## src/design/tsda_pkg.sv

```systemverilog
// Package for the threshold stack dip area block: constants, the 0.85^k table
// and the per-level threshold function. No dependencies.
`timescale 1ns / 1ps
package tsda_pkg;
    localparam int NUM_LEVELS_DEF = 10;
    localparam int MAX_LEN_DEF    = 1024;
    localparam int SAMPLE_W = 8;
    localparam int THR_W    = 16;
    localparam int POS_Q_W  = 18;
    localparam int WIDTH_W  = 18;
    localparam int AREA_W   = 22;
    localparam logic [WIDTH_W-1:0] WIDTH_MAX = '1;
    localparam logic [AREA_W-1:0]  AREA_MAX  = '1;
    localparam logic [7:0] THRESHOLD_RESET = 8'd128;

    typedef enum logic [1:0] {
        ST_RUN,
        ST_DIV,
        ST_SUM
    } tsda_state_t;

    function automatic logic [16:0] pow085(input logic [3:0] k);
        logic [16:0] f;
        case (k)
            4'd0:  f = 17'd65536;
            4'd1:  f = 17'd55706;
            4'd2:  f = 17'd47350;
            4'd3:  f = 17'd40247;
            4'd4:  f = 17'd34210;
            4'd5:  f = 17'd29079;
            4'd6:  f = 17'd24717;
            4'd7:  f = 17'd21009;
            4'd8:  f = 17'd17858;
            4'd9:  f = 17'd15179;
            4'd10: f = 17'd12902;
            4'd11: f = 17'd10967;
            4'd12: f = 17'd9322;
            4'd13: f = 17'd7924;
            4'd14: f = 17'd6735;
            default: f = 17'd5725;
        endcase
        return f;
    endfunction

    // Rounded Q8.8 level threshold from the 8-bit top threshold.
    function automatic logic [THR_W-1:0] level_thr(input logic [7:0] thr,
                                                   input logic [3:0] k);
        logic [24:0] p;
        p = thr * pow085(k) + 25'd128;
        return p[23:8];
    endfunction
endpackage

```

## src/design/tsda_cell.sv

```systemverilog
// One threshold level cell: below flag, run start, width accumulator, and a
// restoring divider for the crossing offset. Depends on tsda_pkg.
`timescale 1ns / 1ps
module tsda_cell
(
    input  logic                          clk,
    input  logic                          rst_n,
    input  logic [3:0]                    level,
    input  logic [7:0]                    threshold,
    input  logic                          start,     // sample accepted
    input  logic [7:0]                    sample,
    input  logic [7:0]                    prev,
    input  logic [9:0]                    pos,
    input  logic                          last,
    input  logic                          div_step,  // one quotient bit
    input  logic                          finish,    // apply pending crossing
    input  logic                          clear,
    input  logic                          shift,     // sum chain moves
    input  logic [tsda_pkg::WIDTH_W-1:0]  width_in,
    output logic [tsda_pkg::WIDTH_W-1:0]  width_out
);
    import tsda_pkg::*;

    logic                 below_reg, below_next;
    logic [POS_Q_W-1:0]   start_reg, start_next;
    logic [WIDTH_W-1:0]   width_reg, width_next;
    logic                 pend_reg, pend_next;    // crossing waits for offset
    logic                 pdown_reg, pdown_next;  // pending is a down crossing
    logic [16:0]          rem_reg, rem_next;
    logic [8:0]           den_reg, den_next;
    logic [16:0]          quo_reg, quo_next;
    logic [POS_Q_W-1:0]   ix_reg, ix_next;
    logic                 plast_reg, plast_next;
    logic [16:0]          num_reg, num_next;

    logic [THR_W-1:0]  t;
    logic [16:0]       g8;
    logic signed [9:0] gp;
    logic              down, up;
    logic [POS_Q_W-1:0] ix, off, xpos;
    logic [16:0]       trial;

    function automatic logic [WIDTH_W-1:0] addw(input logic [WIDTH_W-1:0] w,
                                                input logic [POS_Q_W-1:0] e,
                                                input logic [POS_Q_W-1:0] s);
        logic [POS_Q_W-1:0] d;
        logic [WIDTH_W:0]   sum;
        d = (e > s) ? e - s : '0;
        sum = {1'b0, w} + {1'b0, d};
        return sum[WIDTH_W] ? WIDTH_MAX : sum[WIDTH_W-1:0];
    endfunction

    always_comb
    begin
        t  = level_thr(threshold, level);
        g8 = {1'b0, sample, 8'd0};
        gp = $signed({2'b00, sample}) - $signed({2'b00, prev});
        ix = {pos, 8'd0};
        down = !below_reg && (g8 < {1'b0, t});
        up   = below_reg && (g8 > {1'b0, t});
        off  = (quo_reg > 17'd256) ? POS_Q_W'(256) : POS_Q_W'(quo_reg);
        xpos = (ix_reg > off) ? ix_reg - off : '0;
        trial = {rem_reg[15:0], num_reg[16]};

        below_next = below_reg;
        start_next = start_reg;
        width_next = width_reg;
        pend_next  = pend_reg;
        pdown_next = pdown_reg;
        rem_next   = rem_reg;
        den_next   = den_reg;
        quo_next   = quo_reg;
        ix_next    = ix_reg;
        plast_next = plast_reg;
        num_next   = num_reg;

        if (start)
        begin
            ix_next = ix;
            plast_next = last;
            pend_next = 1'b0;
            quo_next = '0;
            rem_next = '0;
            num_next = '0;
            if (down)
            begin
                below_next = 1'b1;
                if (pos == '0)
                    start_next = '0;
                else if (gp < 0)
                begin
                    pend_next = 1'b1;
                    pdown_next = 1'b1;
                    num_next = {1'b0, t} - g8;
                    den_next = 9'(-gp);
                end
                else
                    start_next = ix;
                // A run opened on the last sample closes at once; its width is
                // the crossing offset, added when the offset is known.
                if (last)
                    below_next = 1'b0;
            end
            else if (up)
            begin
                below_next = 1'b0;
                if (last || gp <= 0)
                    width_next = addw(width_reg, ix, start_reg);
                else
                begin
                    pend_next = 1'b1;
                    pdown_next = 1'b0;
                    num_next = g8 - {1'b0, t};
                    den_next = 9'(gp);
                end
            end
            else if (last && below_reg)
            begin
                below_next = 1'b0;
                width_next = addw(width_reg, ix, start_reg);
            end
        end
        else if (div_step && pend_reg)
        begin
            // Numerator bits enter the partial remainder from the top.
            num_next = {num_reg[15:0], 1'b0};
            if (trial >= {8'd0, den_reg})
            begin
                quo_next = {quo_reg[15:0], 1'b1};
                rem_next = trial - {8'd0, den_reg};
            end
            else
            begin
                quo_next = {quo_reg[15:0], 1'b0};
                rem_next = trial;
            end
        end
        else if (finish && pend_reg)
        begin
            pend_next = 1'b0;
            if (pdown_reg)
            begin
                start_next = xpos;
                if (plast_reg)
                    width_next = addw(width_reg, ix_reg, xpos);
            end
            else
                width_next = addw(width_reg, xpos, start_reg);
        end

        if (shift)
            width_next = width_in;
        if (clear)
        begin
            below_next = 1'b0;
            start_next = '0;
            width_next = '0;
            pend_next = 1'b0;
        end
    end

    always_ff @(posedge clk or negedge rst_n)
    begin
        if (!rst_n)
        begin
            below_reg <= 1'b0;
            start_reg <= '0;
            width_reg <= '0;
            pend_reg  <= 1'b0;
        end
        else
        begin
            below_reg <= below_next;
            start_reg <= start_next;
            width_reg <= width_next;
            pend_reg  <= pend_next;
        end
    end

    always_ff @(posedge clk)
    begin
        pdown_reg <= pdown_next;
        rem_reg   <= rem_next;
        den_reg   <= den_next;
        quo_reg   <= quo_next;
        ix_reg    <= ix_next;
        plast_reg <= plast_next;
        num_reg   <= num_next;
    end

    assign width_out = width_reg;
endmodule

```

## config.mk

```make
export PLATFORM = sky130hd
export DESIGN_NAME = tsda_cell
export DESIGN_NICKNAME = d
export VERILOG_FILES = /design/src/design/tsda_pkg.sv /design/src/design/tsda_cell.sv
export SDC_FILE = /design/constraint.sdc
export NUM_CORES = 1
export LEC_CHECK = 0
export BUFFER_PORTS_ARGS = -buffer_cell sky130_fd_sc_hd__buf_2
export CORE_MARGIN = 1.5
export CORE_UTILIZATION = 49
export DETAILED_ROUTE_END_ITERATION = 7
export PLACE_DENSITY_LB_ADDON = 0.25
export SLEW_MARGIN = 20
export SYNTH_ARGS = -nofsm -noshare
export SYNTH_HDL_FRONTEND = slang
export SYNTH_SLANG_ARGS = --single-unit
```

## constraint.sdc

```tcl
create_clock -name clk -period 11.4 [get_ports clk]
set_input_delay 2.28 -clock clk [delete_from_list [all_inputs] [get_ports clk]]
set_output_delay 2.28 -clock clk [all_outputs]
set_load 0.01 [all_outputs]
```

==> metrics.txt, run 1 <==
Post-DRT Antenna Nets=0; WHS=between 0.4 and 0.5 ns; Pleak=between 0.008 and 0.009 uW; status=complete, no violations; first-pass GRT wire length=71800 um; # IOs=82; Final TNS setup=0 ns; Worst-Skew Late Latency=0.38 ns; RSZ-0062 raised after global routing=false; crit path to=start_reg[16]; final period utilization=about nine tenths; initial core utilization=between 50% and 60%; Clock Tree Buf Depth=2; Worst Tran Pin Value=around 1 ns; clock skew=between 0.015 and 0.02 ns; Max-slew headroom=about a third; largest net degree at the start of global routing=slightly above 70; PD cells=237 nW/um^2; Die Ht=about 190 um; fmax=between 0.09 and 0.1 GHz; async set or reset register ratio after synthesis=a little over a third; CP Launch Type=primary input; CP max stage delay=0.55 ns; critical path endpoint category=register; via count=around 15000; Post-synth EDFFs=38; fillers=roughly 3300; Synth cell types=95; clk root buf=clkbuf_16; WP data required=11.67 ns; drt total wl=~44000 um; Post-CTS Setup Bufs=0; YS warnings=0; #FFs+latches synth=109; r2r endpoint=width_out[16]; die area=approximately 36000 sq um; layout cells sized above 1=7.74%; mapped cell area=16900 sq um; final routed DRC violation total=0; CTS tree=yes; critical path type=in2reg; vias per cell=slightly below 6; Final nets=about 2500; Die Wd=around 190 um; initial antenna violation count=3; CTS HTree Levels=3; Avg Inst Size Synth=~8 sq um; Initial DRC Count=approximately 900; cts repair resizes=0; Max FO, Critical Path=19; # clock sinks=109; GPL Wtd Cong=0.881; IO Port Bufs=slightly above 80; pre-CTS setup slack=roughly 0.54 ns; Final Setup Violations=0; Worst Slack Setup Final=around 0.94 ns; dominant synthesized flop cell=edfxtp_1; total track usage=approximately a quarter; Post-Place Cell Area=roughly 18000 sq um; Max-Cap Viols=0; register area share after synthesis=16.3%; Max VDD drop=between 0.1 and 0.15 mV; final instance area=about 18000 sq um; Area Growth Syn to Fin=6.76%; HP Class=reg2reg; Critical Path Source=level[0]; reg2reg start=quo_reg[13]; routed wl met3=around 1500 um; wire length per cell=between 15 and 20 um; Pins Over Slew Limit=0; crit path DAT=10.73 ns; Core Footprint=~34000 sq um; path depth of the worst reg2reg path=31; final hold vios=0; Core Rows=67; Worst path most repeated cell=inv_1; CTS clk-pin slew, worst paths=~0.090 ns; grt ovf=0; total CTS buffers=9; Post-DP HPWL=around 36000 um; highest routed metal layer=met4; R2R Setup Slk=a little over 2 ns; min cycle time layout=about 10 ns; post-synthesis cell count=between 2000 and 2500; met2 WL=21300 um; vias in the first global route=roughly 15000; Crit-path slowest cell=fa_1; drt pass-1 iters=6; hold_buf cts=0; Metal-1 WL=19300 um
[per-stage QoR]
stage	utilization, %	cells	total power (uW)
finish	53.5	2608	4270
global route	53.5	2608	4720
CTS	53.5	2605	4250
detailed placement	52.6	2589	3900
global placement	52.6	2589	3840
floorplan	-	2113	3210
[critical path, delay by kind of cell]
family	cells	cell delay (ns)
buffers and inverters	8	0.96
adders and majority gates	7	2.91
and+or+nand+nor	7	1.25
xor gates and xnor gates	1	0.16
AOI/OAI and AO/OA	12	3.17
[how the worst min path moves through the flow]
| stage | to | depth (start not counted) | from |
|---|---|---|---|
| 3_5_place_dp | rem_reg[15] | 2 | rem_reg[15] |
| 5_1_grt | rem_reg[15] | 2 | rem_reg[15] |
| 2_1_floorplan | rem_reg[15] | 2 | rem_reg[15] |
| 3_3_place_gp | rem_reg[15] | 2 | rem_reg[15] |
| 4_1_cts | rem_reg[15] | 2 | rem_reg[15] |
| 6_report | rem_reg[15] | 2 | rem_reg[15] |
[cells in the mapped netlist, types with 33 or more instances]
cell type | n | share of area (%)
inv_1 | 225 | 5.0
nor3_1 | 50 | 1.5
edfxtp_1 | 38 | 6.8
xnor2_1 | 92 | 4.8
nor2_1 | 202 | 4.5
clkbuf_1 | 46 | 1.0
ha_1 | 201 | 15
o21ai_0 | 99 | 2.9
a21o_1 | 44 | 2.0
and2_1 | 97 | 3.6
nand2_1 | 186 | 4.1
fa_1 | 95 | 11
dfxtp_1 | 33 | 3.9
xor2_1 | 47 | 2.4
dfrtp_1 | 38 | 5.6
a21oi_1 | 111 | 3.3
nand3_1 | 39 | 1.2
[final cells by class]
type	instances	area (sq um)	share of cell area, %
antenna	3	7.51	0.0416
clock buffer	9	225	1.25
clock inverter	7	91.3	0.506
inverter	226	848	4.70
multi-input combinational	1712	13100	72.3
sequential	109	2750	15.3
tap	448	561	3.11
timing repair buffer	94	503	2.79
[layout by cell type (no fill, tap or decap), types with 20 or more instances in the layout]
cell,Yosys,final
nor2b_1,28,28
inv_1,225,225
buf_2,11,81
dfrtp_1,38,38
nand3_1,39,39
fa_1,95,95
a21o_1,44,44
nor2_1,202,202
xor2_1,47,47
or3_1,22,22
o21ai_0,99,99
dfxtp_1,33,33
xnor2_1,92,92
nand2b_1,20,20
nand2_1,186,186
nor3_1,50,50
a21oi_1,111,110
and2_1,97,97
edfxtp_1,38,38
ha_1,201,201
nand4_1,20,20
[per-layer routing]
| metal | track usage [%] | vias up |
|---|---|---|
| li1 | - | 7479 |
| met1 | 31.0 | 7251 |
| met2 | 43.3 | 335 |
| met3 | 2.12 | 96 |
| met4 | 9.95 | 0 |
| met5 | 0 | - |
[logic make-up after synthesis]
logic type      count (synthesis)  share of synthesized area (%)
simple gates                  736                           21.3
compound gates                507                           20.5
fa+ha+maj                     296                           26.1
buf+inv                       292                           6.72
xor+xnor                      140                           7.30
flops                         109                           16.3
mux                            25                           1.81
other cells                     1                         0.0222
[report_power, final]
group / internal, uW / switching, uW / total (uW)
combinational: 1400 / 1960 / 3360
clock: 160 / 179 / 338
sequential: 514 / 62.6 / 577
total: 2080 / 2200 / 4270
Note: power is estimated with default switching activity, not from simulation.
==> run 2, diff against run 1 <==
==> constraint.sdc (replaced) <==
create_clock -name clk -period 12.7 [get_ports clk]
set_input_delay 2.54 -clock clk [delete_from_list [all_inputs] [get_ports clk]]
set_output_delay 2.54 -clock clk [all_outputs]
set_load 0.01 [all_outputs]
==> run 2 against run 1 <==
Die area unchanged. Design area is 0.43% lower. Critical path depth decreased by 2. Register-to-register slack better by 1.4 ns. First-iteration DRC count down 2.4%. Clock power shrank 9.8%. Power is 11% lower. Highest routed layer unchanged.
==> metrics.txt, run 2 (synthesis results as in run 1) <==
CTS clk-pin slew, worst paths=0.09 ns; clk root buf=clkbuf_16; fmax=a little under 0.09 GHz; grt ovf=0; min cycle time layout=~11 ns; Final Setup Violations=0; drt total wl=approximately 44000 um; Post-DP HPWL=~35000 um; Critical Path Stages=33; Worst Tran Pin Value=about 1 ns; Area Growth Syn to Fin=6.30%; pre-CTS setup slack=approximately 1.1 ns; layout cells sized above 1=between 7 and 8%; R2R Setup Slk=around 3.4 ns; hold path depth=2; critical path type=in2reg; reg2reg start=quo_reg[13]; most frequent cells in the layout=inv_1, nor2_1, ha_1; Pins Over Slew Limit=0; vias in the first global route=between 10000 and 15000; r2r endpoint=width_out[16]; Clock Tree Buf Depth=2; Final nets=approximately 2500; via count=between 15000 and 20000; vias per cell=~5.8; initial core utilization=50.1%; Max-Cap Viols=0; initial antenna violation count=0; area occupied by multi-input gates=13000 sq um; Crit-path slowest cell=nor2_1; RSZ-0062 raised after global routing=false; Die Wd=189 um; Max-slew headroom=34.0%; die area=roughly 36000 sq um; WP data required=between 10 and 15 ns; crit path to=den_reg[2]; largest net degree at the start of global routing=71; Initial DRC Count=876; drt pass-1 iters=6; Core Util, Final=a little over half; Post-DRT Antenna Nets=0; HP Class=reg2reg; CP max stage delay=between 0.6 and 0.7 ns; Critical Path Source=level[0]; final hold vios=0; Core Rows=67; status=complete, no violations; critical path endpoint category=register; number of antenna diodes=0; # clock sinks=approximately 110; Worst path most repeated cell=inv_1; final routed DRC violation total=0; Pleak=0.00846 uW; total CTS buffers=9; CTS tree=yes; most common cell after layout, fill and taps aside=inv_1; final period utilization=between 80 and 90%; CTS HTree Levels=3; Worst Slack Setup Final=roughly 1.5 ns; IO Port Bufs=81; # IOs=82; Max FO, Critical Path=14; Post-CTS Setup Bufs=0; fillers=approximately 3200; Worst-Skew Late Latency=slightly below 0.4 ns; hold_buf cts=0; PD cells=212 nW/um^2; path depth of the worst reg2reg path=31; largest delay contributor family on the critical path=adder cells; Die Ht=between 150 and 200 um; cts repair resizes=0; Post-Place Cell Area=17700 sq um; Final TNS setup=0 ns; CP Launch Type=primary input; wire length per cell=16.8 um; total track usage=around 25%; Max VDD drop=0.132 mV; Core Footprint=around 34000 sq um; GPL Wtd Cong=around 0.89; crit path DAT=about 11 ns; first-pass GRT wire length=between 70000 and 80000 um; Bufs and invs on worst path=6; clock skew=0.0190 ns; final instance area=roughly 18000 sq um; Sequential Area=between 2000 and 3000 sq um
## run 2: changes by cell type in the layout (fill, tap and decap cells not counted)
| cell | previous run | this run |
|---|---|---|
| buf_4 | 13 | 5 |
| diode_2 | 3 | 0 |
| inv_8 | 3 | 1 |
| clkinv_4 | 0 | 1 |
| inv_6 | 1 | 2 |
| nor3b_1 | 5 | 6 |
| nor3b_2 | 1 | 0 |
## run 2: layer usage
layer / vias to the layer above / GRT usage (%) / share of wire, %
li1: 7448 / - / -
met1: 7224 / 30.2 / 43
met2: 339 / 44.2 / 50
met3: 90 / 1.94 / 3.5
met4: 0 / 10.3 / 3.6
met5: - / 0 / 0
## run 2: worst min-delay path by stage
stage                start           to
6_report       rem_reg[15]  rem_reg[15]
4_1_cts        rem_reg[15]  rem_reg[15]
5_1_grt        quo_reg[14]  quo_reg[15]
3_5_place_dp   rem_reg[15]  rem_reg[15]
3_3_place_gp   rem_reg[15]  rem_reg[15]
2_1_floorplan  rem_reg[15]  rem_reg[15]
## run 2: worst reg2reg max path: cells and delay by family, from the launching register on
kind,cells,cell delay [ns]
flip-flops,1,0.33
AND/OR/NAND/NOR,10,2.57
multiplexers,1,0.26
adder cells (fa/ha/maj),4,1.32
AO/OA/AOI/OAI,15,4.54
buffers and inverters,1,0.12
## run 2: area by class of cell
| cell class | instances | share of cell area [%] |
|---|---|---|
| well taps | 448 | 3.12 |
| clock inverters | 7 | 0.481 |
| multi-input cells | 1712 | 72.6 |
| clock buffers | 9 | 1.25 |
| inverters | 226 | 4.72 |
| repair buffers | 86 | 2.47 |
| flip-flops and latches | 109 | 15.3 |
## run 2: through the flow
step           std cells  hold slack, ns  power (uW)
4_1_cts             2597           0.484        3800
6_report            2597           0.487        3800
3_5_place_dp        2581           0.465        3480
3_3_place_gp        2581           0.437        3430
5_1_grt             2597           0.530        4190
2_1_floorplan       2113           0.426        2890
## run 2: power breakdown
group | internal, uW | switching [uW]
clock | 142 | 163
sequential | 462 | 54.6
combinational | 1240 | 1740
