File: config.mk
export PLATFORM = sky130hd
export DESIGN_NAME = tsda_ctrl
export DESIGN_NICKNAME = d
export VERILOG_FILES = /design/src/design/tsda_pkg.sv /design/src/design/tsda_ctrl.sv
export SDC_FILE = /design/constraint.sdc
export NUM_CORES = 1
export LEC_CHECK = 0
export BUFFER_PORTS_ARGS = -buffer_cell sky130_fd_sc_hd__buf_4
export CORE_AREA = 2 2 39 41
export DETAILED_ROUTE_END_ITERATION = 10
export DIE_AREA = 0 0 41 43
export PLACE_DENSITY = 0.71
export RECOVER_POWER = 50
export SKIP_CTS_REPAIR_TIMING = 1
export SLEW_MARGIN = 20
export SYNTH_ARGS = -nofsm -noshare
export SYNTH_HDL_FRONTEND = slang
export SYNTH_SLANG_ARGS = --single-unit
File: constraint.sdc
create_clock -name clk -period 4 [get_ports clk]
set_input_delay 0.4 -clock clk [delete_from_list [all_inputs] [get_ports clk]]
set_output_delay 0.4 -clock clk [all_outputs]
set_load 0.02 [all_outputs]
File: src/design/tsda_pkg.sv
// Package for the threshold stack dip area block: constants, the 0.85^k table
// and the per-level threshold function. No dependencies.
`timescale 1ns / 1ps
package tsda_pkg;
    localparam int NUM_LEVELS_DEF = 10;
    localparam int MAX_LEN_DEF    = 1024;
    localparam int SAMPLE_W = 8;
    localparam int THR_W    = 16;
    localparam int POS_Q_W  = 18;
    localparam int WIDTH_W  = 18;
    localparam int AREA_W   = 22;
    localparam logic [WIDTH_W-1:0] WIDTH_MAX = '1;
    localparam logic [AREA_W-1:0]  AREA_MAX  = '1;
    localparam logic [7:0] THRESHOLD_RESET = 8'd128;

    typedef enum logic [1:0] {
        ST_RUN,
        ST_DIV,
        ST_SUM
    } tsda_state_t;

    function automatic logic [16:0] pow085(input logic [3:0] k);
        logic [16:0] f;
        case (k)
            4'd0:  f = 17'd65536;
            4'd1:  f = 17'd55706;
            4'd2:  f = 17'd47350;
            4'd3:  f = 17'd40247;
            4'd4:  f = 17'd34210;
            4'd5:  f = 17'd29079;
            4'd6:  f = 17'd24717;
            4'd7:  f = 17'd21009;
            4'd8:  f = 17'd17858;
            4'd9:  f = 17'd15179;
            4'd10: f = 17'd12902;
            4'd11: f = 17'd10967;
            4'd12: f = 17'd9322;
            4'd13: f = 17'd7924;
            4'd14: f = 17'd6735;
            default: f = 17'd5725;
        endcase
        return f;
    endfunction

    // Rounded Q8.8 level threshold from the 8-bit top threshold.
    function automatic logic [THR_W-1:0] level_thr(input logic [7:0] thr,
                                                   input logic [3:0] k);
        logic [24:0] p;
        p = thr * pow085(k) + 25'd128;
        return p[23:8];
    endfunction
endpackage

File: src/design/tsda_ctrl.sv
// Sequencer for one sample: accept, offset division, and the end-of-line
// area sum through the cell chain. Depends on tsda_pkg.
`timescale 1ns / 1ps
module tsda_ctrl #(
    parameter int NUM_LEVELS = tsda_pkg::NUM_LEVELS_DEF
)
(
    input  logic clk,
    input  logic rst_n,
    input  logic in_fire,
    input  logic last,
    input  logic out_fire,
    output logic in_ready,
    output logic div_step,
    output logic finish,
    output logic shift,
    output logic sum_first,
    output logic sum_done
);
    import tsda_pkg::*;
    localparam int CW = $clog2(NUM_LEVELS + 18);

    tsda_state_t state_reg, state_next;
    logic [CW-1:0] cnt_reg, cnt_next;
    logic          last_reg, last_next;

    always_comb
    begin
        state_next = state_reg;
        cnt_next = cnt_reg;
        last_next = last_reg;
        case (state_reg)
            ST_RUN:
            begin
                if (in_fire)
                begin
                    state_next = ST_DIV;
                    cnt_next = '0;
                    last_next = last;
                end
            end
            ST_DIV:
            begin
                cnt_next = cnt_reg + 1'b1;
                if (cnt_reg == CW'(17))
                begin
                    cnt_next = '0;
                    state_next = last_reg ? ST_SUM : ST_RUN;
                end
            end
            ST_SUM:
            begin
                if (cnt_reg != CW'(NUM_LEVELS))
                    cnt_next = cnt_reg + 1'b1;
                else if (out_fire)
                    state_next = ST_RUN;
            end
            default: state_next = ST_RUN;
        endcase
    end

    always_comb
    begin
        in_ready  = (state_reg == ST_RUN);
        div_step  = (state_reg == ST_DIV) && (cnt_reg != CW'(17));
        finish    = (state_reg == ST_DIV) && (cnt_reg == CW'(17));
        shift     = (state_reg == ST_SUM) && (cnt_reg != CW'(NUM_LEVELS));
        sum_first = (state_reg == ST_SUM) && (cnt_reg == '0);
        sum_done  = (state_reg == ST_SUM) && (cnt_reg == CW'(NUM_LEVELS));
    end

    always_ff @(posedge clk or negedge rst_n)
    begin
        if (!rst_n)
        begin
            state_reg <= ST_RUN;
            cnt_reg <= '0;
            last_reg <= 1'b0;
        end
        else
        begin
            state_reg <= state_next;
            cnt_reg <= cnt_next;
            last_reg <= last_next;
        end
    end
endmodule

==> load_flow_metrics.sql, run 1 <==
INSERT INTO impl_metrics (metric_group, metric, value, unit) VALUES
('outcome', 'outcome', 'finished clean', ''),
('critical_path', 'cp_slowest_cell', 'sky130_fd_sc_hd__nor4bb_1', ''),
('power', 'share_seq_of_total_power', '28.7', '%'),
('clock_network', 'clock_insertion_delay_worst_skew', '0.25', 'ns'),
('drt', 'drt_first_pass_iters', '4', ''),
('floorplan', 'floorplan.io_pins', '11', ''),
('clock_network', 'cts_tree', 'done', ''),
('placement', 'buffer_ports.inserted', '10', ''),
('critical_path', 'data_arrival_time_of_the_critical_path', '1.83', 'ns'),
('power', 'power.static_leakage', '0.3180', 'nW'),
('worst_hold_path', 'hold_path.class', 'in2reg', ''),
('synthesis', 'ys.flop_type', 'sky130_fd_sc_hd__dfrtp_1', ''),
('synthesis', 'synth_cells', '58', ''),
('critical_path', 'timing.critical_path.from_type', 'flip-flop', ''),
('floorplan', 'fp-row-count', '14', ''),
('final_layout', 'final_layout_size_suffix_gt1_share', '19.44', '%'),
('synthesis', 'post_synthesis_cell_area', '578.1', 'um^2'),
('floorplan', 'die_h', '43', 'um'),
('final_layout', 'nets', '86', ''),
('floorplan', 'fp.dieArea', '0.001763', 'mm^2'),
('placement', 'placed_area', '673.1', 'um^2'),
('drt', 'drt_drc_violations_left', '0', ''),
('critical_path', 'critical_path_fanouts_max', '6', ''),
('final_layout', 'mostFrequentLayoutCell', 'sky130_fd_sc_hd__nand2_1', ''),
('synthesis', 'synth_warn', '0', ''),
('sta', 'slew_headroom', '54.30', '%'),
('placement', 'dpl.hpwl', '849.5', 'um'),
('synthesis', 'post_synth_num_cell_types', '24', ''),
('clock_network', 'cts_inserted_buffers', '3', ''),
('critical_path', 'worstPathBufferInverterCount', '2', ''),
('sta', 'finalSetupTns', '0', 'ns'),
('job', 'max-cap-violations', '0', ''),
('critical_path', 'timing.critical_path.slowest_cell_delay', '0.55', 'ns'),
('sta', 'rsz0062_at_grt', 'false', ''),
('floorplan', 'horizontal_die_dimension', '41', 'um'),
('drt', 'vias_per_cell', '5.182', ''),
('global_route', 'grt_first_pass_wirelength', '1.807', 'mm'),
('clock_network', 'numClockSinks', '8', ''),
('sta', 'fmaxAchievable', '449.3', 'MHz'),
('final_layout', 'largest_reg_flops', '5', ''),
('synthesis', 'synth-edff-count', '0', ''),
('critical_path', 'reg2reg_slack', '1.90', 'ns'),
('final_layout', 'postLayoutCoreUtil', '49.37', '%'),
('final_layout', 'design_area', '683.2', 'um^2'),
('power', 'p_int', '0.2454', 'mW'),
('global_route', 'grtUsageTotal', '15.52', '%'),
('clock_network', 'clk_pin_slew', '0.05', 'ns'),
('final_layout', 'leading_cell_types_in_the_layout_fill_and_taps_excluded', '11 x sky130_fd_sc_hd__nand2_1, 8 x sky130_fd_sc_hd__dfrtp_1, 8 x sky130_fd_sc_hd__buf_4', ''),
('sta', 'report.final.hold_viol_count', '0', ''),
('critical_path', 'worst_path_dominant_cell_family', 'simple AND/OR/NAND/NOR gates', ''),
('sta', 'setup_viol', '0', ''),
('drt', 'initialDrtViolationCount', '2', ''),
('floorplan', 'start_util', '41.77', '%'),
('drt', 'vias', '456', ''),
('power', 'clock_power_share', '14.5', '%'),
('sta', 'timing_max_transition_violations_final', '0', ''),
('synthesis', 'async_flop_share', '100.0', '%'),
('critical_path', 'critical_path_required', '3.60', 'ns'),
('power', 'power.density_cell_area', '616.8', 'mW/mm^2'),
('clock_network', 'root_buffer', 'sky130_fd_sc_hd__clkbuf_4', ''),
('drt', 'detail_route.wirelength', '1.048', 'mm'),
('synthesis', 'seq_area_frac_synth', '34.63', '%'),
('synthesis', 'postSynthRegisterBits', '8', ''),
('clock_network', 'max-clock-path-buffers', '2', ''),
('power', 'power.switching', '0.1759', 'mW'),
('synthesis', 'syn_area_per_cell', '9.966', 'um^2'),
('global_route', 'grt.overflow.total', '0', ''),
('sta', 'clock_skew', '0.002614', 'ns'),
('sta', 'worst_pin_slew', '0.6763', 'ns'),
('critical_path', 'critPathKind', 'reg2out', ''),
('floorplan', 'placeableCoreArea', '0.001384', 'mm^2');
-- power by group through the flow --
stage                     combinational, mW  clock [mW]  sequential (mW)
final                                 0.239      0.0610            0.121
after global placement                0.242           0            0.122
after global routing                  0.271      0.0700            0.126
after detailed placement              0.249           0            0.123
after CTS                             0.250      0.0646            0.122
after floorplan                       0.187           0            0.119
-- cells in the mapped netlist (all sizes together), types with 2 or more instances --
| cell | instances | area, um^2 |
|---|---|---|
| nand2 | 11 | 41.29 |
| dfrtp | 8 | 200.2 |
| ha | 7 | 87.58 |
| inv | 5 | 18.77 |
| nor2b | 3 | 18.77 |
| a211o | 2 | 26.28 |
| and2 | 2 | 12.51 |
| mux2 | 2 | 26.27 |
| nand3 | 2 | 10.01 |
| o211ai | 2 | 15.01 |
| o21ai | 2 | 10.01 |
| or4 | 2 | 15.01 |
-- cells by family after synthesis --
group                      synth area share (%)
DFF                                       34.63
muxes                                     6.276
adders and majority gates                 15.15
buffers and inverters                     3.247
and+or+nand+nor                           27.49
AOI/OAI and AO/OA                         13.20
-- worst register-to-register path, cell delays in order (launching register included) --
cell	delay (ns)
sky130_fd_sc_hd__dfrtp_1	0.43
sky130_fd_sc_hd__inv_1	0.10
sky130_fd_sc_hd__ha_1	0.14
sky130_fd_sc_hd__nor4bb_1	0.55
sky130_fd_sc_hd__nand2_1	0.11
sky130_fd_sc_hd__a211o_1	0.36
sky130_fd_sc_hd__mux2_4	0.31
-- stage by stage --
| step | instances | total power [mW] | worst slack (ns) | hold WS, ns |
|---|---|---|---|---|
| 2_1_floorplan | 58 | 0.3056 | 2.114 | 0.1044 |
| 3_3_place_gp | 84 | 0.3643 | 2.120 | 0.2229 |
| 3_5_place_dp | 84 | 0.3724 | 2.051 | 0.2244 |
| 4_1_cts | 87 | 0.4360 | 2.039 | -0.05133 |
| 5_1_grt | 88 | 0.4669 | 1.596 | 0.3732 |
| 6_report | 88 | 0.4213 | 1.774 | 0.3829 |
-- final cells by class --
cell class	instances	area (um^2)
Clock buffer	3	22.52
Fill cell	137	700.7
Inverter	5	18.77
Multi-Input combinational cell	45	344.1
Sequential cell	8	200.2
Tap cell	16	20.02
Timing Repair Buffer	11	77.57
-- routing by layer --
| metal | track usage [%] | part of all wire [%] | vias up |
|---|---|---|---|
| met4 | 4.000 | 0.38 | 0 |
| met5 | 0 | 0 | - |
| met1 | 17.28 | 41 | 211 |
| li1 | - | - | 231 |
| met3 | 9.424 | 6.9 | 2 |
| met2 | 24.06 | 52 | 12 |
-- worst paths after layout --
check | from | end | cells after the start
worst max-delay path | cnt_reg[0]$_DFFE_PN0P_ | sum_done | 5
worst min-delay path | last | last_reg$_DFFE_PN0P_ | 2
worst max register to register | cnt_reg[0]$_DFFE_PN0P_ | state_reg[0]$_DFFE_PN0P_ | 6
worst min register to register | last_reg$_DFFE_PN0P_ | last_reg$_DFFE_PN0P_ | 1
max in group asynchronous | rst_n | cnt_reg[2]$_DFFE_PN0P_ | 2
min in group asynchronous | rst_n | state_reg[0]$_DFFE_PN0P_ | 2
No activity file was read; power rests on OpenSTA's default activity.
==> inputs of run 2 (changes only) <==
Settings changed: PLACE_DENSITY 0.71 to 0.74.
Clock period 4 ns to 1.8 ns, I/O delays scaled along.
==> run 2 against run 1 <==
Via count grew 4.8%. Total power grew to 2.7 times the previous value. Sequential power grew 120%. Global-route usage shrank 0.51 points. Cell count grew 6.8%. Clock skew shrank 0.0023 ns. Register-to-register slack lost 1.9 ns. Highest routed layer is now met3.
==> load_flow_metrics.sql, run 2 (same netlist as run 1, synthesis figures left out) <==
INSERT INTO impl_metrics (metric_group, metric, value, unit) VALUES
('outcome', 'outcome', 'finished clean', ''),
('power', 'power.density_cell_area', '1430', 'mW/mm^2'),
('global_route', 'grtUsageTotal', '15.01', '%'),
('drt', 'postRouteAntennaNets', '0', ''),
('placement', 'buffer_ports.inserted', '10', ''),
('placement', 'finalWeightedCongestion', '0.6907', ''),
('worst_hold_path', 'min_delay_path_depth', '2', ''),
('sta', 'slew_headroom', '69.07', '%'),
('job', 'max-cap-violations', '0', ''),
('sta', 'layout_worst_path_cycle_share', '99.27', '%'),
('sta', 'rsz0062_at_grt', 'true', ''),
('global_route', 'grt_max_degree', '9', ''),
('final_layout', 'fillerInstances', '126', ''),
('critical_path', 'critical_path_fanouts_max', '8', ''),
('placement', 'dpl.hpwl', '891.1', 'um'),
('drt', 'drt_first_pass_iters', '2', ''),
('power', 'worst_ir_drop_vdd', '0.8577', 'mV'),
('sta', 'timing_max_transition_violations_final', '0', ''),
('placement', 'placed_area', '698.2', 'um^2'),
('floorplan', 'die_h', '43', 'um'),
('sta', 'setup_viol', '0', ''),
('clock_network', 'root_buffer', 'sky130_fd_sc_hd__clkbuf_4', ''),
('global_route', 'grt_antenna_before_repair', '0', ''),
('drt', 'detail_route.wirelength', '1.257', 'mm'),
('sta', 'fmaxAchievable', '559.6', 'MHz'),
('sta', 'worst_pin_slew', '0.4640', 'ns'),
('sta', 'finalWorstPathRequiredPeriod', '1.787', 'ns'),
('final_layout', 'mostFrequentLayoutCell', 'sky130_fd_sc_hd__buf_4', ''),
('critical_path', 'critical_path_required', '1.97', 'ns'),
('clock_network', 'clk_pin_slew', '0.05', 'ns'),
('critical_path', 'data_arrival_time_of_the_critical_path', '1.95', 'ns'),
('final_layout', 'final_layout_size_suffix_gt1_share', '41.03', '%'),
('final_layout', 'antenna-diode-count', '0', ''),
('sta', 'clock_skew', '0.0002651', 'ns'),
('worst_hold_path', 'hold_path_startpoint', 'last', ''),
('worst_hold_path', 'hold_path.class', 'in2reg', ''),
('critical_path', 'critical_path.reg2reg.startpoint', 'state_reg[0]$_DFFE_PN0P_', ''),
('final_layout', 'flow.area_growth_from_synthesis', '39.83', '%'),
('drt', 'initialDrtViolationCount', '2', ''),
('power', 'post-layout-total-power', '1.155', 'mW'),
('power', 'power.static_leakage', '0.3545', 'nW'),
('final_layout', 'design_area', '808.3', 'um^2'),
('sta', 'report.final.hold_viol_count', '0', ''),
('global_route', 'first_global_vias', '459', ''),
('critical_path', 'rr_worst_depth', '6', ''),
('critical_path', 'timing.critical_path.from_type', 'flip-flop', ''),
('drt', 'drt_drc_violations_left', '0', ''),
('floorplan', 'floorplan.io_pins', '11', ''),
('critical_path', 'end_of_the_worst_register_to_register_path', 'cnt_reg[3]$_DFFE_PN0P_', ''),
('final_layout', 'nets', '92', ''),
('floorplan', 'horizontal_die_dimension', '41', 'um'),
('placement', 'dp_worst_setup_slack', '0.008812', 'ns'),
('floorplan', 'fp-row-count', '14', ''),
('clock_network', 'clock_insertion_delay_worst_skew', '0.25', 'ns'),
('global_route', 'grt.overflow.total', '0', ''),
('final_layout', 'largest_reg_flops', '5', ''),
('clock_network', 'max-clock-path-buffers', '2', ''),
('critical_path', 'reg2reg_slack', '0.01', 'ns'),
('final_layout', 'leading_cell_types_in_the_layout_fill_and_taps_excluded', '15 x sky130_fd_sc_hd__buf_4, 11 x sky130_fd_sc_hd__nand2_1, 8 x sky130_fd_sc_hd__dfrtp_1', ''),
('clock_network', 'cts_inserted_buffers', '3', ''),
('drt', 'vias_per_cell', '5.085', ''),
('critical_path', 'critPathKind', 'reg2reg', ''),
('floorplan', 'placeableCoreArea', '0.001384', 'mm^2'),
('global_route', 'grt_first_pass_wirelength', '1.835', 'mm'),
('critical_path', 'worstSetupEndpointType', 'flip-flop', ''),
('clock_network', 'cts_tree', 'done', ''),
('floorplan', 'fp.dieArea', '0.001763', 'mm^2'),
('floorplan', 'start_util', '41.77', '%'),
('drt', 'vias', '478', ''),
('clock_network', 'numClockSinks', '8', ''),
('clock_network', 'h_tree_levels', '1', ''),
('sta', 'setup_ws', '0.01311', 'ns'),
('worst_hold_path', 'hold_end', 'last_reg$_DFFE_PN0P_', ''),
('drt', 'routed_wire_length_per_instance', '13.37', 'um');
[run 2: cell count changes in the layout (fill, tap and decap cells not counted), moves of 3 or more]
cell,delta
sky130_fd_sc_hd__inv_1,-3
sky130_fd_sc_hd__buf_4,+7
sky130_fd_sc_hd__ha_1,-4
sky130_fd_sc_hd__ha_4,+3
sky130_fd_sc_hd__inv_2,+3
[run 2: worst max-delay path by stage]
stage | startpoint | slack, ns | to
6_report | state_reg[0]$_DFFE_PN0P_ | 0.01 | cnt_reg[3]$_DFFE_PN0P_
5_1_grt | state_reg[0]$_DFFE_PN0P_ | -0.04 | cnt_reg[3]$_DFFE_PN0P_
4_1_cts | cnt_reg[0]$_DFFE_PN0P_ | -0.007 | state_reg[0]$_DFFE_PN0P_
3_5_place_dp | cnt_reg[0]$_DFFE_PN0P_ | 0.009 | state_reg[0]$_DFFE_PN0P_
3_3_place_gp | cnt_reg[0]$_DFFE_PN0P_ | 0.04 | state_reg[0]$_DFFE_PN0P_
2_1_floorplan | cnt_reg[1]$_DFFE_PN0P_ | 0.01 | state_reg[0]$_DFFE_PN0P_
[run 2: metrics by stage]
step	hold WS, ns	setup TNS, ns	utilization [%]	instances
after global placement	0.002369	0	50.45	87
after floorplan	-0.1156	0	-	58
after detailed placement	0.002385	0	50.45	87
after CTS	-0.2668	-0.007020	52.08	90
after global routing	0.1512	-0.08729	58.41	94
final	0.1598	0	58.41	94
[run 2: cell type report]
type | count | area [um^2] | area share (%)
repair buffers | 17 | 126.4 | 15.63
flip-flops and latches | 8 | 200.2 | 24.77
inverters | 5 | 18.77 | 2.322
multi-input cells | 45 | 420.4 | 52.01
well taps | 16 | 20.02 | 2.477
clock buffers | 3 | 22.52 | 2.786
[run 2: where the power goes]
part	internal, mW	switching, mW
clock	0.0761	0.0585
combinational	0.382	0.367
sequential	0.229	0.0431
[run 2: routing by layer]
layer  track usage, %  up-vias  part of all wire [%]
met2            24.69       10                    57
met3            6.283        0                   3.7
li1                 -      244                     -
met4            4.000        0                     0
met5                0        -                     0
met1            16.94      224                    39
[run 2: critical path, stage by stage (launching register included)]
cell and delay, ns:
sky130_fd_sc_hd__dfrtp_1 0.40, sky130_fd_sc_hd__inv_2 0.09, sky130_fd_sc_hd__ha_4 0.18, sky130_fd_sc_hd__nor2b_1 0.16, sky130_fd_sc_hd__a211o_4 0.35, sky130_fd_sc_hd__or4_4 0.42
sky130_fd_sc_hd__o211ai_1 0.11
==> inputs of run 3 (changes only) <==
==> constraint.sdc (replaced) <==
create_clock -name clk -period 1.8 [get_ports clk]
set_input_delay 0.36 -clock clk [delete_from_list [all_inputs] [get_ports clk]]
set_output_delay 0.36 -clock clk [all_outputs]
set_load 0.02 [all_outputs]
==> run 3 against run 2 <==
The run now ends with setup timing left. Clock skew up 0.0015 ns. Sequential cell count unchanged. Clock power about the same. First-iteration DRC count down 100%. Cell area down 2.0%. Total power down 10%. Wire length down 5.9%. Non-clock buffer count unchanged. Critical path type unchanged. Highest routed layer unchanged.
==> load_flow_metrics.sql, run 3 (same netlist as run 1, synthesis figures left out) <==
INSERT INTO impl_metrics (metric_group, metric, value, unit) VALUES
('sta', 'layout_worst_path_cycle_share', '105.5', '%'),
('final_layout', 'nets', '92', ''),
('critical_path', 'worstPathBufferInverterCount', '2', ''),
('clock_network', 'h_tree_levels', '1', ''),
('sta', 'rsz0062_at_grt', 'true', ''),
('floorplan', 'start_util', '41.77', '%'),
('placement', 'dpl.hpwl', '891.1', 'um'),
('placement', 'dp_worst_setup_slack', '0.008812', 'ns'),
('sta', 'setup_ws', '-0.09842', 'ns'),
('power', 'power.static_leakage', '0.3556', 'nW'),
('outcome', 'outcome', 'finished, violations left', ''),
('worst_hold_path', 'hold_path.class', 'in2reg', ''),
('clock_network', 'cts_inserted_buffers', '3', ''),
('floorplan', 'fp-row-count', '14', ''),
('drt', 'postRouteAntennaNets', '0', ''),
('sta', 'clock_skew', '0.001789', 'ns'),
('drt', 'vias', '495', ''),
('placement', 'dp_cells', '87', ''),
('critical_path', 'critPathKind', 'reg2reg', ''),
('critical_path', 'worst_path_dominant_cell_family', 'simple AND/OR/NAND/NOR gates', ''),
('sta', 'worst_pin_slew', '0.4836', 'ns'),
('final_layout', 'largest_reg_flops', '5', ''),
('placement', 'placed_area', '698.2', 'um^2'),
('drt', 'routed_wire_length_per_instance', '12.59', 'um'),
('critical_path', 'data_arrival_time_of_the_critical_path', '2.07', 'ns'),
('clock_network', 'max-clock-path-buffers', '2', ''),
('power', 'power.density_cell_area', '1312', 'mW/mm^2'),
('sta', 'report.final.hold_viol_count', '0', ''),
('final_layout', 'final_layout_size_suffix_gt1_share', '35.90', '%'),
('sta', 'timing_max_transition_violations_final', '0', ''),
('floorplan', 'fp.dieArea', '0.001763', 'mm^2'),
('critical_path', 'rr_worst_depth', '7', ''),
('global_route', 'grt_max_degree', '9', ''),
('global_route', 'grt_antenna_before_repair', '0', ''),
('worst_hold_path', 'min_delay_path_depth', '2', ''),
('critical_path', 'critical_path_required', '1.97', 'ns'),
('placement', 'buffer_ports.inserted', '10', ''),
('drt', 'drt_drc_violations_left', '0', ''),
('global_route', 'grtUsageTotal', '15.01', '%'),
('final_layout', 'flow.area_growth_from_synthesis', '37.01', '%'),
('global_route', 'first_global_vias', '459', ''),
('final_layout', 'antenna-diode-count', '0', ''),
('final_layout', 'layoutNonFillerInstCount', '94', ''),
('critical_path', 'cp_cell_sequence', 'inv_2 -> ha_4 -> nor4bb_4 -> buf_4 -> a211o_4 -> or4_4 -> o211ai_1', ''),
('global_route', 'grt_first_pass_wirelength', '1.835', 'mm'),
('final_layout', 'ff_latch_area', '200.2', 'um^2'),
('floorplan', 'die_h', '43', 'um'),
('outcome', 'violated_checks', 'setup timing', ''),
('critical_path', 'cp_slowest_cell', 'sky130_fd_sc_hd__or4_4', ''),
('sta', 'fmaxAchievable', '526.8', 'MHz'),
('drt', 'initialDrtViolationCount', '0', ''),
('drt', 'vias_per_cell', '5.266', ''),
('drt', 'drt_first_pass_iters', '1', ''),
('global_route', 'grt.overflow.total', '0', ''),
('worst_hold_path', 'hold_path_startpoint', 'last', ''),
('final_layout', 'mostFrequentLayoutCell', 'sky130_fd_sc_hd__buf_4', ''),
('final_layout', 'design_area', '792.0', 'um^2'),
('floorplan', 'placeableCoreArea', '0.001384', 'mm^2'),
('clock_network', 'clk_pin_slew', '0.05', 'ns'),
('sta', 'slew_headroom', '67.64', '%'),
('critical_path', 'timing.critical_path.slowest_cell_delay', '0.42', 'ns'),
('final_layout', 'area_of_combinational_cells_with_multiple_inputs', '392.9', 'um^2'),
('critical_path', 'crit_path_start', 'cnt_reg[0]$_DFFE_PN0P_', ''),
('critical_path', 'timing.critical_path.from_type', 'flip-flop', ''),
('placement', 'finalWeightedCongestion', '0.6907', ''),
('critical_path', 'critical_path.reg2reg.startpoint', 'cnt_reg[0]$_DFFE_PN0P_', ''),
('critical_path', 'worstSetupEndpointType', 'flip-flop', ''),
('floorplan', 'horizontal_die_dimension', '41', 'um'),
('job', 'max-cap-violations', '0', ''),
('sta', 'setup_viol', '4', ''),
('sta', 'finalWorstPathRequiredPeriod', '1.898', 'ns'),
('floorplan', 'floorplan.io_pins', '11', ''),
('power', 'worst_ir_drop_vdd', '0.8719', 'mV'),
('final_layout', 'fillerInstances', '132', ''),
('clock_network', 'numClockSinks', '8', ''),
('clock_network', 'clock_insertion_delay_worst_skew', '0.25', 'ns'),
('critical_path', 'critical_path_fanouts_max', '8', ''),
('clock_network', 'root_buffer', 'sky130_fd_sc_hd__clkbuf_4', ''),
('clock_network', 'cts_tree', 'done', ''),
('drt', 'detail_route.wirelength', '1.183', 'mm'),
('critical_path', 'cp_num_cells', '7', ''),
('final_layout', 'leading_cell_types_in_the_layout_fill_and_taps_excluded', '12 x sky130_fd_sc_hd__buf_4, 11 x sky130_fd_sc_hd__nand2_1, 8 x sky130_fd_sc_hd__dfrtp_1', '');
## run 3: layer usage
metal	GRT usage [%]	vias up	part of all wire, %
met5	0	-	0
met1	16.94	238	37
li1	-	247	-
met4	4.000	0	0
met3	6.283	0	5.1
met2	24.69	10	58
## run 3: report_power, final
group | internal, mW | total (mW) | switching (mW) | leakage [nW]
clock | 0.0761 | 0.134 | 0.0584 | 0.0138
sequential | 0.229 | 0.268 | 0.0383 | 0.106
combinational | 0.307 | 0.637 | 0.330 | 0.236
total | 0.612 | 1.04 | 0.427 | 0.356
## run 3: path summary, 6_finish.rpt
| path | to | slack, ns |
|---|---|---|
| worst max-delay path | cnt_reg[3]$_DFFE_PN0P_ | -0.1 |
| worst min-delay path | last_reg$_DFFE_PN0P_ | 0.34 |
| worst max register to register | cnt_reg[3]$_DFFE_PN0P_ | -0.1 |
| worst min register to register | last_reg$_DFFE_PN0P_ | 0.50 |
| max in group asynchronous | state_reg[0]$_DFFE_PN0P_ | 0.95 |
| min in group asynchronous | cnt_reg[3]$_DFFE_PN0P_ | 0.55 |
## run 3: cell type report
cell class | count | area share, %
multi-input cells | 45 | 49.61
inverters | 5 | 2.370
repair buffers | 17 | 17.38
clock buffers | 3 | 2.844
flip-flops and latches | 8 | 25.28
well taps | 16 | 2.528
## run 3: stage by stage
step | total power [mW] | setup TNS, ns | util (%) | hold WS [ns]
after floorplan | 0.6848 | 0 | - | 0.06441
after global placement | 0.8404 | 0 | 50.45 | 0.1824
after detailed placement | 0.8544 | 0 | 50.45 | 0.1824
after CTS | 0.9920 | -0.1561 | 52.08 | -0.08684
after global routing | 1.138 | -1.053 | 57.23 | 0.3366
final | 1.039 | -0.2336 | 57.23 | 0.3380
